## src/hdl/soft_power_button_controller_defines.svh

```systemverilog
// ----------------------------------------------------------------------------
// Soft power button controller: assertion macros
// Concurrent check wrappers. In synthesis builds they expand to nothing.
// ----------------------------------------------------------------------------
`ifndef SOFT_POWER_BUTTON_CONTROLLER_DEFINES_SVH
`define SOFT_POWER_BUTTON_CONTROLLER_DEFINES_SVH

`ifndef SYNTHESIS

// check outside reset
`define SPBC_ASSERT(lbl, clk, rst, prop, msg) \
   lbl: assert property (@(posedge clk) disable iff (rst) prop) else $error(msg);

// check on every edge, reset included
`define SPBC_ASSERT_ALWAYS(lbl, clk, prop, msg) \
   lbl: assert property (@(posedge clk) prop) else $error(msg);

`else

`define SPBC_ASSERT(lbl, clk, rst, prop, msg)
`define SPBC_ASSERT_ALWAYS(lbl, clk, prop, msg)

`endif

`endif

```

## src/hdl/spbc_pkg.sv

```systemverilog
// ----------------------------------------------------------------------------
// Soft power button controller package
// Register indexes, widths, LED and press codes, shared structs.
// ----------------------------------------------------------------------------
package spbc_pkg;

   localparam int unsigned CSR_INDEX_W = 3;
   localparam int unsigned CSR_DATA_W  = 16;

   typedef enum logic [CSR_INDEX_W-1:0] {
      CSR_START_DELAY      = 3'd0,
      CSR_OFF_ENABLE_DELAY = 3'd1,
      CSR_PRESS_TICKS      = 3'd2,
      CSR_CANCEL_TICKS     = 3'd3,
      CSR_SSR_INVERT       = 3'd4
   } csr_index_type;

   localparam logic [CSR_DATA_W-1:0] START_DELAY_RST      = 16'd2;
   localparam logic [CSR_DATA_W-1:0] OFF_ENABLE_DELAY_RST = 16'd32;
   localparam logic [CSR_DATA_W-1:0] PRESS_TICKS_RST      = 16'd4;
   localparam logic [CSR_DATA_W-1:0] CANCEL_TICKS_RST     = 16'd48;

   typedef enum logic [1:0] {
      LED_OFF   = 2'd0,
      LED_ON    = 2'd1,
      LED_BLINK = 2'd2
   } led_mode_type;

   typedef enum logic [3:0] {
      PRESS_RELEASED  = 4'b0001,
      PRESS_DELAYING  = 4'b0010,
      PRESS_ACTIVE    = 4'b0100,
      PRESS_CANCELLED = 4'b1000
   } press_mode_type;

   typedef struct packed {
      logic [CSR_DATA_W-1:0] start_delay;
      logic [CSR_DATA_W-1:0] off_enable_delay;
      logic [CSR_DATA_W-1:0] press_ticks;
      logic [CSR_DATA_W-1:0] cancel_ticks;
      logic                  ssr_invert;
   } cfg_type;

   typedef struct packed {
      logic         ssr_drive;
      logic         power_on;
      led_mode_type red_mode;
      logic         blue_mode;
      logic         green_mode;
   } result_type;

endpackage

```

## src/hdl/spbc_csr.sv

```systemverilog
// ----------------------------------------------------------------------------
// Soft power button controller: configuration registers
// Holds the delay, hold-time and relay polarity settings.
// ----------------------------------------------------------------------------
module spbc_csr (
   input  logic                               clock,
   input  logic                               reset,
   input  logic                               csr_valid,
   output logic                               csr_ready,
   input  logic [spbc_pkg::CSR_INDEX_W-1:0]   csr_index,
   input  logic [spbc_pkg::CSR_DATA_W-1:0]    csr_wdata,
   output spbc_pkg::cfg_type                  cfg
);

   spbc_pkg::cfg_type cfg_ff;
   spbc_pkg::cfg_type cfg_in;

   assign csr_ready = 1'b1;
   assign cfg       = cfg_ff;

   always_comb begin
      cfg_in = cfg_ff;
      if (csr_valid) begin
         case (csr_index)
            spbc_pkg::CSR_START_DELAY:      cfg_in.start_delay      = csr_wdata;
            spbc_pkg::CSR_OFF_ENABLE_DELAY: cfg_in.off_enable_delay = csr_wdata;
            spbc_pkg::CSR_PRESS_TICKS:      cfg_in.press_ticks      = csr_wdata;
            spbc_pkg::CSR_CANCEL_TICKS:     cfg_in.cancel_ticks     = csr_wdata;
            spbc_pkg::CSR_SSR_INVERT:       cfg_in.ssr_invert       = csr_wdata[0];
            default:                        cfg_in = cfg_ff; // drop unknown index
         endcase
      end
   end

   always_ff @(posedge clock) begin
      if (reset) begin
         cfg_ff.start_delay      <= spbc_pkg::START_DELAY_RST;
         cfg_ff.off_enable_delay <= spbc_pkg::OFF_ENABLE_DELAY_RST;
         cfg_ff.press_ticks      <= spbc_pkg::PRESS_TICKS_RST;
         cfg_ff.cancel_ticks     <= spbc_pkg::CANCEL_TICKS_RST;
         cfg_ff.ssr_invert       <= 1'b0;
      end else begin
         cfg_ff <= cfg_in;
      end
   end

endmodule

```

## src/hdl/spbc_core.sv

```systemverilog
// ----------------------------------------------------------------------------
// Soft power button controller: control state and poll logic
// Updates press, power and LED state for one poll and forms its result.
// ----------------------------------------------------------------------------
`include "soft_power_button_controller_defines.svh"

module spbc_core #(
   parameter int unsigned TIME_BITS = 16
) (
   input  logic                    clock,
   input  logic                    reset,
   input  logic                    fire,
   input  logic [TIME_BITS-1:0]    now,
   input  logic                    button_pressed,
   input  logic                    off_asserted,
   input  spbc_pkg::cfg_type       cfg,
   output spbc_pkg::result_type    result
);

   localparam int unsigned CMP_W =
      (TIME_BITS > spbc_pkg::CSR_DATA_W) ? TIME_BITS : spbc_pkg::CSR_DATA_W;

   logic                         start_armed_ff, start_armed_in;
   logic                         off_armed_ff, off_armed_in;
   logic                         power_ff, power_in;
   logic                         off_level_ff, off_level_in;
   spbc_pkg::press_mode_type     press_mode_ff, press_mode_in;
   logic [TIME_BITS-1:0]         press_start_ff, press_start_in;
   spbc_pkg::led_mode_type       red_ff, red_in;
   logic                         blue_ff, blue_in;
   logic                         green_ff, green_in;

   logic [TIME_BITS-1:0]         hold;
   logic [CMP_W-1:0]             now_x;
   logic [CMP_W-1:0]             hold_x;
   logic                         before_start;
   logic                         before_off;
   logic                         hold_past_press;
   logic                         hold_past_cancel;

   assign hold             = now - press_start_ff;
   assign now_x            = CMP_W'(now);
   assign hold_x           = CMP_W'(hold);
   assign before_start     = now_x < CMP_W'(cfg.start_delay);
   assign before_off       = now_x < CMP_W'(cfg.off_enable_delay);
   assign hold_past_press  = hold_x >= CMP_W'(cfg.press_ticks);
   assign hold_past_cancel = hold_x >= CMP_W'(cfg.cancel_ticks);

   always_comb begin
      start_armed_in = start_armed_ff;
      off_armed_in   = off_armed_ff;
      power_in       = power_ff;
      off_level_in   = off_level_ff;
      press_mode_in  = press_mode_ff;
      press_start_in = press_start_ff;
      red_in         = red_ff;
      blue_in        = blue_ff;
      green_in       = green_ff;

      if (start_armed_ff || !before_start) begin
         // first poll past the start delay: set up LEDs, held button is void
         if (!start_armed_ff) begin
            start_armed_in = 1'b1;
            red_in         = power_ff ? spbc_pkg::LED_OFF : spbc_pkg::LED_BLINK;
            blue_in        = power_ff;
            green_in       = button_pressed;
            press_mode_in  = button_pressed ? spbc_pkg::PRESS_CANCELLED
                                            : spbc_pkg::PRESS_RELEASED;
         end

         if (!button_pressed) begin
            if (press_mode_in != spbc_pkg::PRESS_RELEASED) begin
               if (press_mode_in == spbc_pkg::PRESS_ACTIVE) begin
                  power_in = !power_ff;
                  red_in   = power_ff ? spbc_pkg::LED_ON : spbc_pkg::LED_OFF;
                  blue_in  = !power_ff;
               end
               green_in      = 1'b0;
               press_mode_in = spbc_pkg::PRESS_RELEASED;
            end
         end else begin
            case (press_mode_in)
               spbc_pkg::PRESS_RELEASED: begin
                  press_start_in = now;
                  green_in       = 1'b1;
                  press_mode_in  = spbc_pkg::PRESS_DELAYING;
               end
               spbc_pkg::PRESS_DELAYING: begin
                  // preview the toggled power on the LEDs
                  if (hold_past_press) begin
                     red_in        = power_ff ? spbc_pkg::LED_ON : spbc_pkg::LED_OFF;
                     blue_in       = !power_ff;
                     press_mode_in = spbc_pkg::PRESS_ACTIVE;
                  end
               end
               spbc_pkg::PRESS_ACTIVE: begin
                  if (hold_past_cancel) begin
                     red_in        = power_ff ? spbc_pkg::LED_OFF : spbc_pkg::LED_ON;
                     blue_in       = power_ff;
                     green_in      = 1'b0;
                     press_mode_in = spbc_pkg::PRESS_CANCELLED;
                  end
               end
               default: begin
               end
            endcase
         end

         if (!off_armed_ff && before_off) begin
            off_level_in = off_asserted;
         end else begin
            off_armed_in = 1'b1;
            if (off_asserted && !off_level_ff) begin
               power_in = 1'b0;
               red_in   = spbc_pkg::LED_ON;
               blue_in  = 1'b0;
               if (press_mode_in != spbc_pkg::PRESS_RELEASED) begin
                  press_mode_in = spbc_pkg::PRESS_CANCELLED;
                  green_in      = 1'b0;
               end
            end
            off_level_in = off_asserted;
         end
      end
   end

   assign result.ssr_drive  = power_in ^ cfg.ssr_invert;
   assign result.power_on   = power_in;
   assign result.red_mode   = red_in;
   assign result.blue_mode  = blue_in;
   assign result.green_mode = green_in;

   always_ff @(posedge clock) begin
      if (reset) begin
         start_armed_ff <= 1'b0;
         off_armed_ff   <= 1'b0;
         power_ff       <= 1'b0;
         off_level_ff   <= 1'b0;
         press_mode_ff  <= spbc_pkg::PRESS_RELEASED;
         press_start_ff <= '0;
         red_ff         <= spbc_pkg::LED_OFF;
         blue_ff        <= 1'b0;
         green_ff       <= 1'b0;
      end else if (fire) begin
         start_armed_ff <= start_armed_in;
         off_armed_ff   <= off_armed_in;
         power_ff       <= power_in;
         off_level_ff   <= off_level_in;
         press_mode_ff  <= press_mode_in;
         press_start_ff <= press_start_in;
         red_ff         <= red_in;
         blue_ff        <= blue_in;
         green_ff       <= green_in;
      end
   end

   `SPBC_ASSERT(a_idle_before_start, clock, reset, !start_armed_ff |-> (press_mode_ff == spbc_pkg::PRESS_RELEASED && !power_ff && !green_ff), "state moved before start")
   `SPBC_ASSERT(a_off_after_start, clock, reset, off_armed_ff |-> start_armed_ff, "power-off armed before start")
   `SPBC_ASSERT(a_power_only_on_poll, clock, reset, !fire |=> $stable(power_ff), "power changed without a poll")
   `SPBC_ASSERT(a_green_tracks_press, clock, reset, green_ff |-> (press_mode_ff != spbc_pkg::PRESS_RELEASED), "green LED on with no press")

endmodule

```

## src/hdl/soft_power_button_controller.sv

```systemverilog
// ----------------------------------------------------------------------------
// Soft power button controller
// Each request is one poll: the tick time plus the debounced button and
// power-off levels. Button handling starts once the tick time reaches
// start_delay; a press held at least press_ticks and then released toggles
// power, holding to cancel_ticks aborts it. Once the tick time reaches
// off_enable_delay, a rising power-off level forces power off. Every poll
// returns one response with the relay drive, the power state and the three
// LED modes. While rsp_ready is high the block takes one request per clock:
// a request is held in the input register, is resolved by the control logic
// on its way into the response register, and then drives rsp_*.
// Back-to-back requests stream at one per clock while rsp_ready stays high.
// Write configuration only while no poll is in flight.
// ----------------------------------------------------------------------------
`include "soft_power_button_controller_defines.svh"

module soft_power_button_controller #(
   parameter int unsigned TIME_BITS = 16
) (
   input  logic                               clock,
   input  logic                               reset,

   // poll requests
   input  logic                               req_valid,
   output logic                               req_ready,
   input  logic [TIME_BITS-1:0]               req_now,
   input  logic                               req_button_pressed,
   input  logic                               req_off_asserted,

   // poll responses
   output logic                               rsp_valid,
   input  logic                               rsp_ready,
   output logic                               rsp_ssr_drive,
   output logic                               rsp_power_on,
   output logic [1:0]                         rsp_red_mode,
   output logic                               rsp_blue_mode,
   output logic                               rsp_green_mode,

   // configuration writes
   input  logic                               csr_valid,
   output logic                               csr_ready,
   input  logic [spbc_pkg::CSR_INDEX_W-1:0]   csr_index,
   input  logic [spbc_pkg::CSR_DATA_W-1:0]    csr_wdata
);

   spbc_pkg::cfg_type       cfg;
   spbc_pkg::result_type    result;

   // input register
   logic                    in_valid_ff, in_valid_in;
   logic [TIME_BITS-1:0]    now_ff;
   logic                    button_ff;
   logic                    off_ff;

   // response register
   logic                    rsp_valid_ff, rsp_valid_in;
   spbc_pkg::result_type    rsp_ff;

   logic                    advance;
   logic                    fire;
   logic                    take;

   // response slot frees when empty or being taken
   assign advance   = !rsp_valid_ff || rsp_ready;
   // resolve the held poll as it moves into the response register
   assign fire      = in_valid_ff && advance;
   assign req_ready = !in_valid_ff || advance;
   assign take      = req_valid && req_ready;

   always_comb begin
      in_valid_in = in_valid_ff;
      if (take) begin
         in_valid_in = 1'b1;
      end else if (fire) begin
         in_valid_in = 1'b0;
      end
   end

   always_comb begin
      rsp_valid_in = rsp_valid_ff;
      if (advance) begin
         rsp_valid_in = in_valid_ff;
      end
   end

   always_ff @(posedge clock) begin
      if (reset) begin
         in_valid_ff  <= 1'b0;
         rsp_valid_ff <= 1'b0;
      end else begin
         in_valid_ff  <= in_valid_in;
         rsp_valid_ff <= rsp_valid_in;
      end
   end

   // hold payload: capture inputs on accept only, the result on fire
   always_ff @(posedge clock) begin
      if (take) begin
         now_ff    <= req_now;
         button_ff <= req_button_pressed;
         off_ff    <= req_off_asserted;
      end
      if (fire) begin
         rsp_ff <= result;
      end
   end

   spbc_csr u_csr (
      .clock     (clock),
      .reset     (reset),
      .csr_valid (csr_valid),
      .csr_ready (csr_ready),
      .csr_index (csr_index),
      .csr_wdata (csr_wdata),
      .cfg       (cfg)
   );

   spbc_core #(
      .TIME_BITS (TIME_BITS)
   ) u_core (
      .clock          (clock),
      .reset          (reset),
      .fire           (fire),
      .now            (now_ff),
      .button_pressed (button_ff),
      .off_asserted   (off_ff),
      .cfg            (cfg),
      .result         (result)
   );

   assign rsp_valid      = rsp_valid_ff;
   assign rsp_ssr_drive  = rsp_ff.ssr_drive;
   assign rsp_power_on   = rsp_ff.power_on;
   assign rsp_red_mode   = rsp_ff.red_mode;
   assign rsp_blue_mode  = rsp_ff.blue_mode;
   assign rsp_green_mode = rsp_ff.green_mode;

   `SPBC_ASSERT(a_no_lost_request, clock, reset, (in_valid_ff && !advance) |=> in_valid_ff, "held request dropped")
   `SPBC_ASSERT(a_fire_fills_rsp, clock, reset, fire |=> rsp_valid_ff, "resolved request gave no response")
   `SPBC_ASSERT(a_rsp_held_on_stall, clock, reset, (rsp_valid_ff && !rsp_ready) |=> (rsp_valid_ff && $stable(rsp_ff)), "stalled response changed")
   `SPBC_ASSERT_ALWAYS(a_reset_empties, clock, reset |=> (!in_valid_ff && !rsp_valid_ff), "pipeline not empty after reset")

endmodule
```

## config.mk

```make
export PLATFORM = sky130hd
export DESIGN_NAME = soft_power_button_controller
export DESIGN_NICKNAME = d
export VERILOG_FILES = /design/src/hdl/spbc_pkg.sv /design/src/hdl/spbc_csr.sv /design/src/hdl/spbc_core.sv /design/src/hdl/soft_power_button_controller.sv
export VERILOG_INCLUDE_DIRS = /design/src /design/src/hdl
export SDC_FILE = /design/constraint.sdc
export NUM_CORES = 1
export LEC_CHECK = 0
export ABC_AREA = 1
export CAP_MARGIN = 20
export CORE_MARGIN = 8
export CORE_UTILIZATION = 34
export CTS_CLUSTER_DIAMETER = 40
export DETAILED_ROUTE_END_ITERATION = 8
export DONT_BUFFER_PORTS = 1
export PLACE_DENSITY_LB_ADDON = 0.25
export SLEW_MARGIN = 20
export SYNTH_ARGS = -nofsm -noshare
export SYNTH_HDL_FRONTEND = slang
export SYNTH_SLANG_ARGS = --single-unit
export TNS_END_PERCENT = 50
```

## constraint.sdc

```tcl
create_clock -name clock -period 4.5 [get_ports clock]
set_clock_uncertainty 0.05 [all_clocks]
set_input_delay 0.675 -clock clock [delete_from_list [all_inputs] [get_ports clock]]
set_output_delay 0.675 -clock clock [all_outputs]
set_load 0.01 [all_outputs]
```

==> metrics.yaml <==
status: "finished, final reports clean"
crit_family: "compound AO/OA/AOI/OAI gates"
critPathMaxFanout: 3
synth_compound_area_share_pct: 17.9
place_hpwl_um: 11900
dpl_worst_slack_ns: 0.654
drc: 0
ys.flop_type: "dfxtp_1"
cap_viol_max_count: 0
grt_pass1_vias: 5334
synth_top_cell_by_area: "dfxtp_1"
pwr-share-seq_pct: 39.6
slew_headroom_pct: 40.8
setup_violations: 0
synth_top_family_by_area: "compound AO/OA/AOI/OAI gates"
stdcell_count: 1153
crit_type: "flop to flop"
synthToLayoutAreaGrowth_pct: 11.8
cp-startpoint: "now_ff[0]"
power_leakage_uw: 0.00332
crit_path_frequent_cell: "nand2_1"
yosys_warnings: 0
drive_gt1_share_pct: 6.76
wl_per_cell_um: 13.9
synth_top_area_share_pct: 28.0
drt_iter0_markers: 307
synth_adder_area_share_pct: 14.5
hp-start: "reset"
setup-tns-final_ns: 0
min_path_type: "input port to flop"
cts-root-buf: "clkbuf_16"
synth_cell_type_count: 42
crit_required_ns: 4.61
synthTopCellsByArea: "dfxtp_1 (28%), ha_1 (14%), edfxtp_1 (11%)"
grt_max_degree: 45
start_util_pct: 34.8
place_inst: 1120
pwr-share-clk_pct: 45.6
ys_ff_latch: 119
power_density_mw_per_mm2: 388
p_sw_uw: 781
drv_slew: 0
async_flop_share_pct: 0
path_cells: "inv_2, ha_1, fa_1, inv_1, a31oi_1, o21ai_1, a21boi_2, o21ai_1, nand2_1, inv_1, nor2_1, nand2_1, nand2_1, ha_1, nand2_1, o21ai_0, a21oi_1, nand2_1, nand2_1, inv_2, o21ai_1, nand3_1, nand2_1, a22oi_1"
rows: 51
start_kind: "flop"
clkTransAtPathRegs_ns: 0.06
setup_ws_ns: 0.631
crit_slowest_cell: "fa_1"
grt_setup_unrepaired: "false"
arrival_ns: 3.98
track_usage_pct: 13.8
dieHeight_um: 157
htree_levels: 4
vias: 5379
worst_pin_slew_ns: 0.887
synthXorXnorAreaFrac_pct: 1.93
grt.overflow.total: 0
synthSimpleGateAreaFrac_pct: 16.6
p_int_uw: 2170
path_buf_inv: 4
clock.fmax_ghz: 0.258
fin_crit_ns: 3.87
routed-wl-met3_um: 559
swShare_pct: 26.5
synthMuxAreaShare_pct: 0
core-area_mm2: 0.0195
worstSetupEndpointType: "flop"
dieArea_mm2: 0.0248
cts-buffers-inserted: 17
ctsHoldBuffers: 0
nets: 994
cts-resized-gates: 0
synth_area_per_cell_um2: 7.72
fp.dieW_um: 157
dr_wl_met2_um: 7180
synthesis.nets: 1000
cts_tree: "yes"
synth_edf_count: 24
cts_sinks: 119
boundaryPins: 51
ys_seq_area_share_pct: 38.6
grt_pass1_wl_um: 26800
highest_layer: "met4"
firstDrtPassIters: 4
peakVddDrop_uv: 243
p_total_uw: 2950
vias_per_cell: 4.67
insertion_delay_ns: 0.42
combPwrFrac_pct: 14.8
period_share_pct: 86.0
wl_met1_um: 7940
rr_startpoint: "now_ff[0]"
synth_area_mm2: 0.00679
numPortBuffers: 0
syn_inst: 880
cts_buffer_depth: 2
gp_congestion: 0.820
ant_nets: 0
wirelength_um: 16000
hold_viol_final: 0
critPathMaxStageDelay_ns: 0.41
grt_antenna_before_repair: 1
postCtsSetupBuffers: 0
-- kinds of logic after synthesis --
logic type / Yosys count
xor gates and xnor gates: 15
and+or+nand+nor: 260
adders and majority gates: 78
AOI/OAI and AO/OA: 229
buffers and inverters: 178
other: 1
DFF: 119
-- through the flow --
stage               hold slack (ns)  instance area, µm²  utilization (%)
floorplan                     0.385                6790                -
global placement              0.396                7000             35.9
detailed placement            0.402                7000             35.9
CTS                           0.256                7590             38.9
global route                  0.258                7590             38.9
finish                        0.273                7590             38.9
-- cell usage after synthesis, drive strengths merged (2+ instances only) --
master,count
nand2,156
ha,77
edfxtp,24
o211ai,6
a21o,2
nand3,22
nor2,61
o21ai,91
a21oi,119
xnor2,6
nor3,8
o31a,2
clkbuf,20
a31oi,2
nand4,11
dfxtp,95
inv,151
xor2,9
buf,7
-- placed cells by master, fill, tap and decap left out, types with 5 or more instances in the layout --
master	instances
clkbuf_16	17
nand4_1	10
xnor2_1	6
nor2_1	61
nand3_1	15
nand2_1	151
nor3_1	8
o21ai_0	81
o21ai_1	8
edfxtp_1	24
nand3_2	5
inv_2	10
o211ai_1	6
ha_1	77
xor2_1	9
inv_1	140
a21oi_1	117
dfxtp_1	95
-- per-layer routing --
metal / up-vias / global-route usage, %
li1: 2890 / -
met1: 2400 / 17.6
met2: 68 / 22.3
met3: 21 / 3.21
met4: 0 / 5.26
met5: - / 0
-- power by group through the flow --
stage,Combinational (µW),Clock [µW],Sequential [µW]
after global placement,437,0,1190
after detailed placement,440,0,1190
after floorplan,352,0,1180
final,437,1340,1170
after global routing,518,1420,1170
after CTS,443,1380,1170
-- final cells by class --
class                      count  area (µm²)
fill                        2067       11900
clock inverter                 9        98.8
clock buffer                  23         488
timing repair buffer           2        15.0
antenna                        1        2.50
inverter                     151         574
multi-input combinational    583        3460
sequential                   119        2620
tap                          265         332
-- registers in the layout, indices dropped and copies added, names as in the netlist, 2 cells and up --
| name | cells |
|---|---|
| now_ff | 16 |
| rsp_red_mode | 2 |
| u_core.press_mode_ff | 4 |
| u_core.press_start_ff | 16 |
| u_core.red_ff | 2 |
| u_csr.cfg | 65 |
-- final timing paths --
| path | depth (start not counted) | end | slack [ns] |
|---|---|---|---|
| setup reg to reg | 24 | rsp_red_mode[0] | 0.63 |
| hold reg to reg | 2 | u_csr.cfg[8] | 0.41 |
| hold / removal | 1 | u_core.green_ff | 0.27 |
| setup / recovery | 24 | rsp_red_mode[0] | 0.63 |
Power figures use the tool's default switching activity.
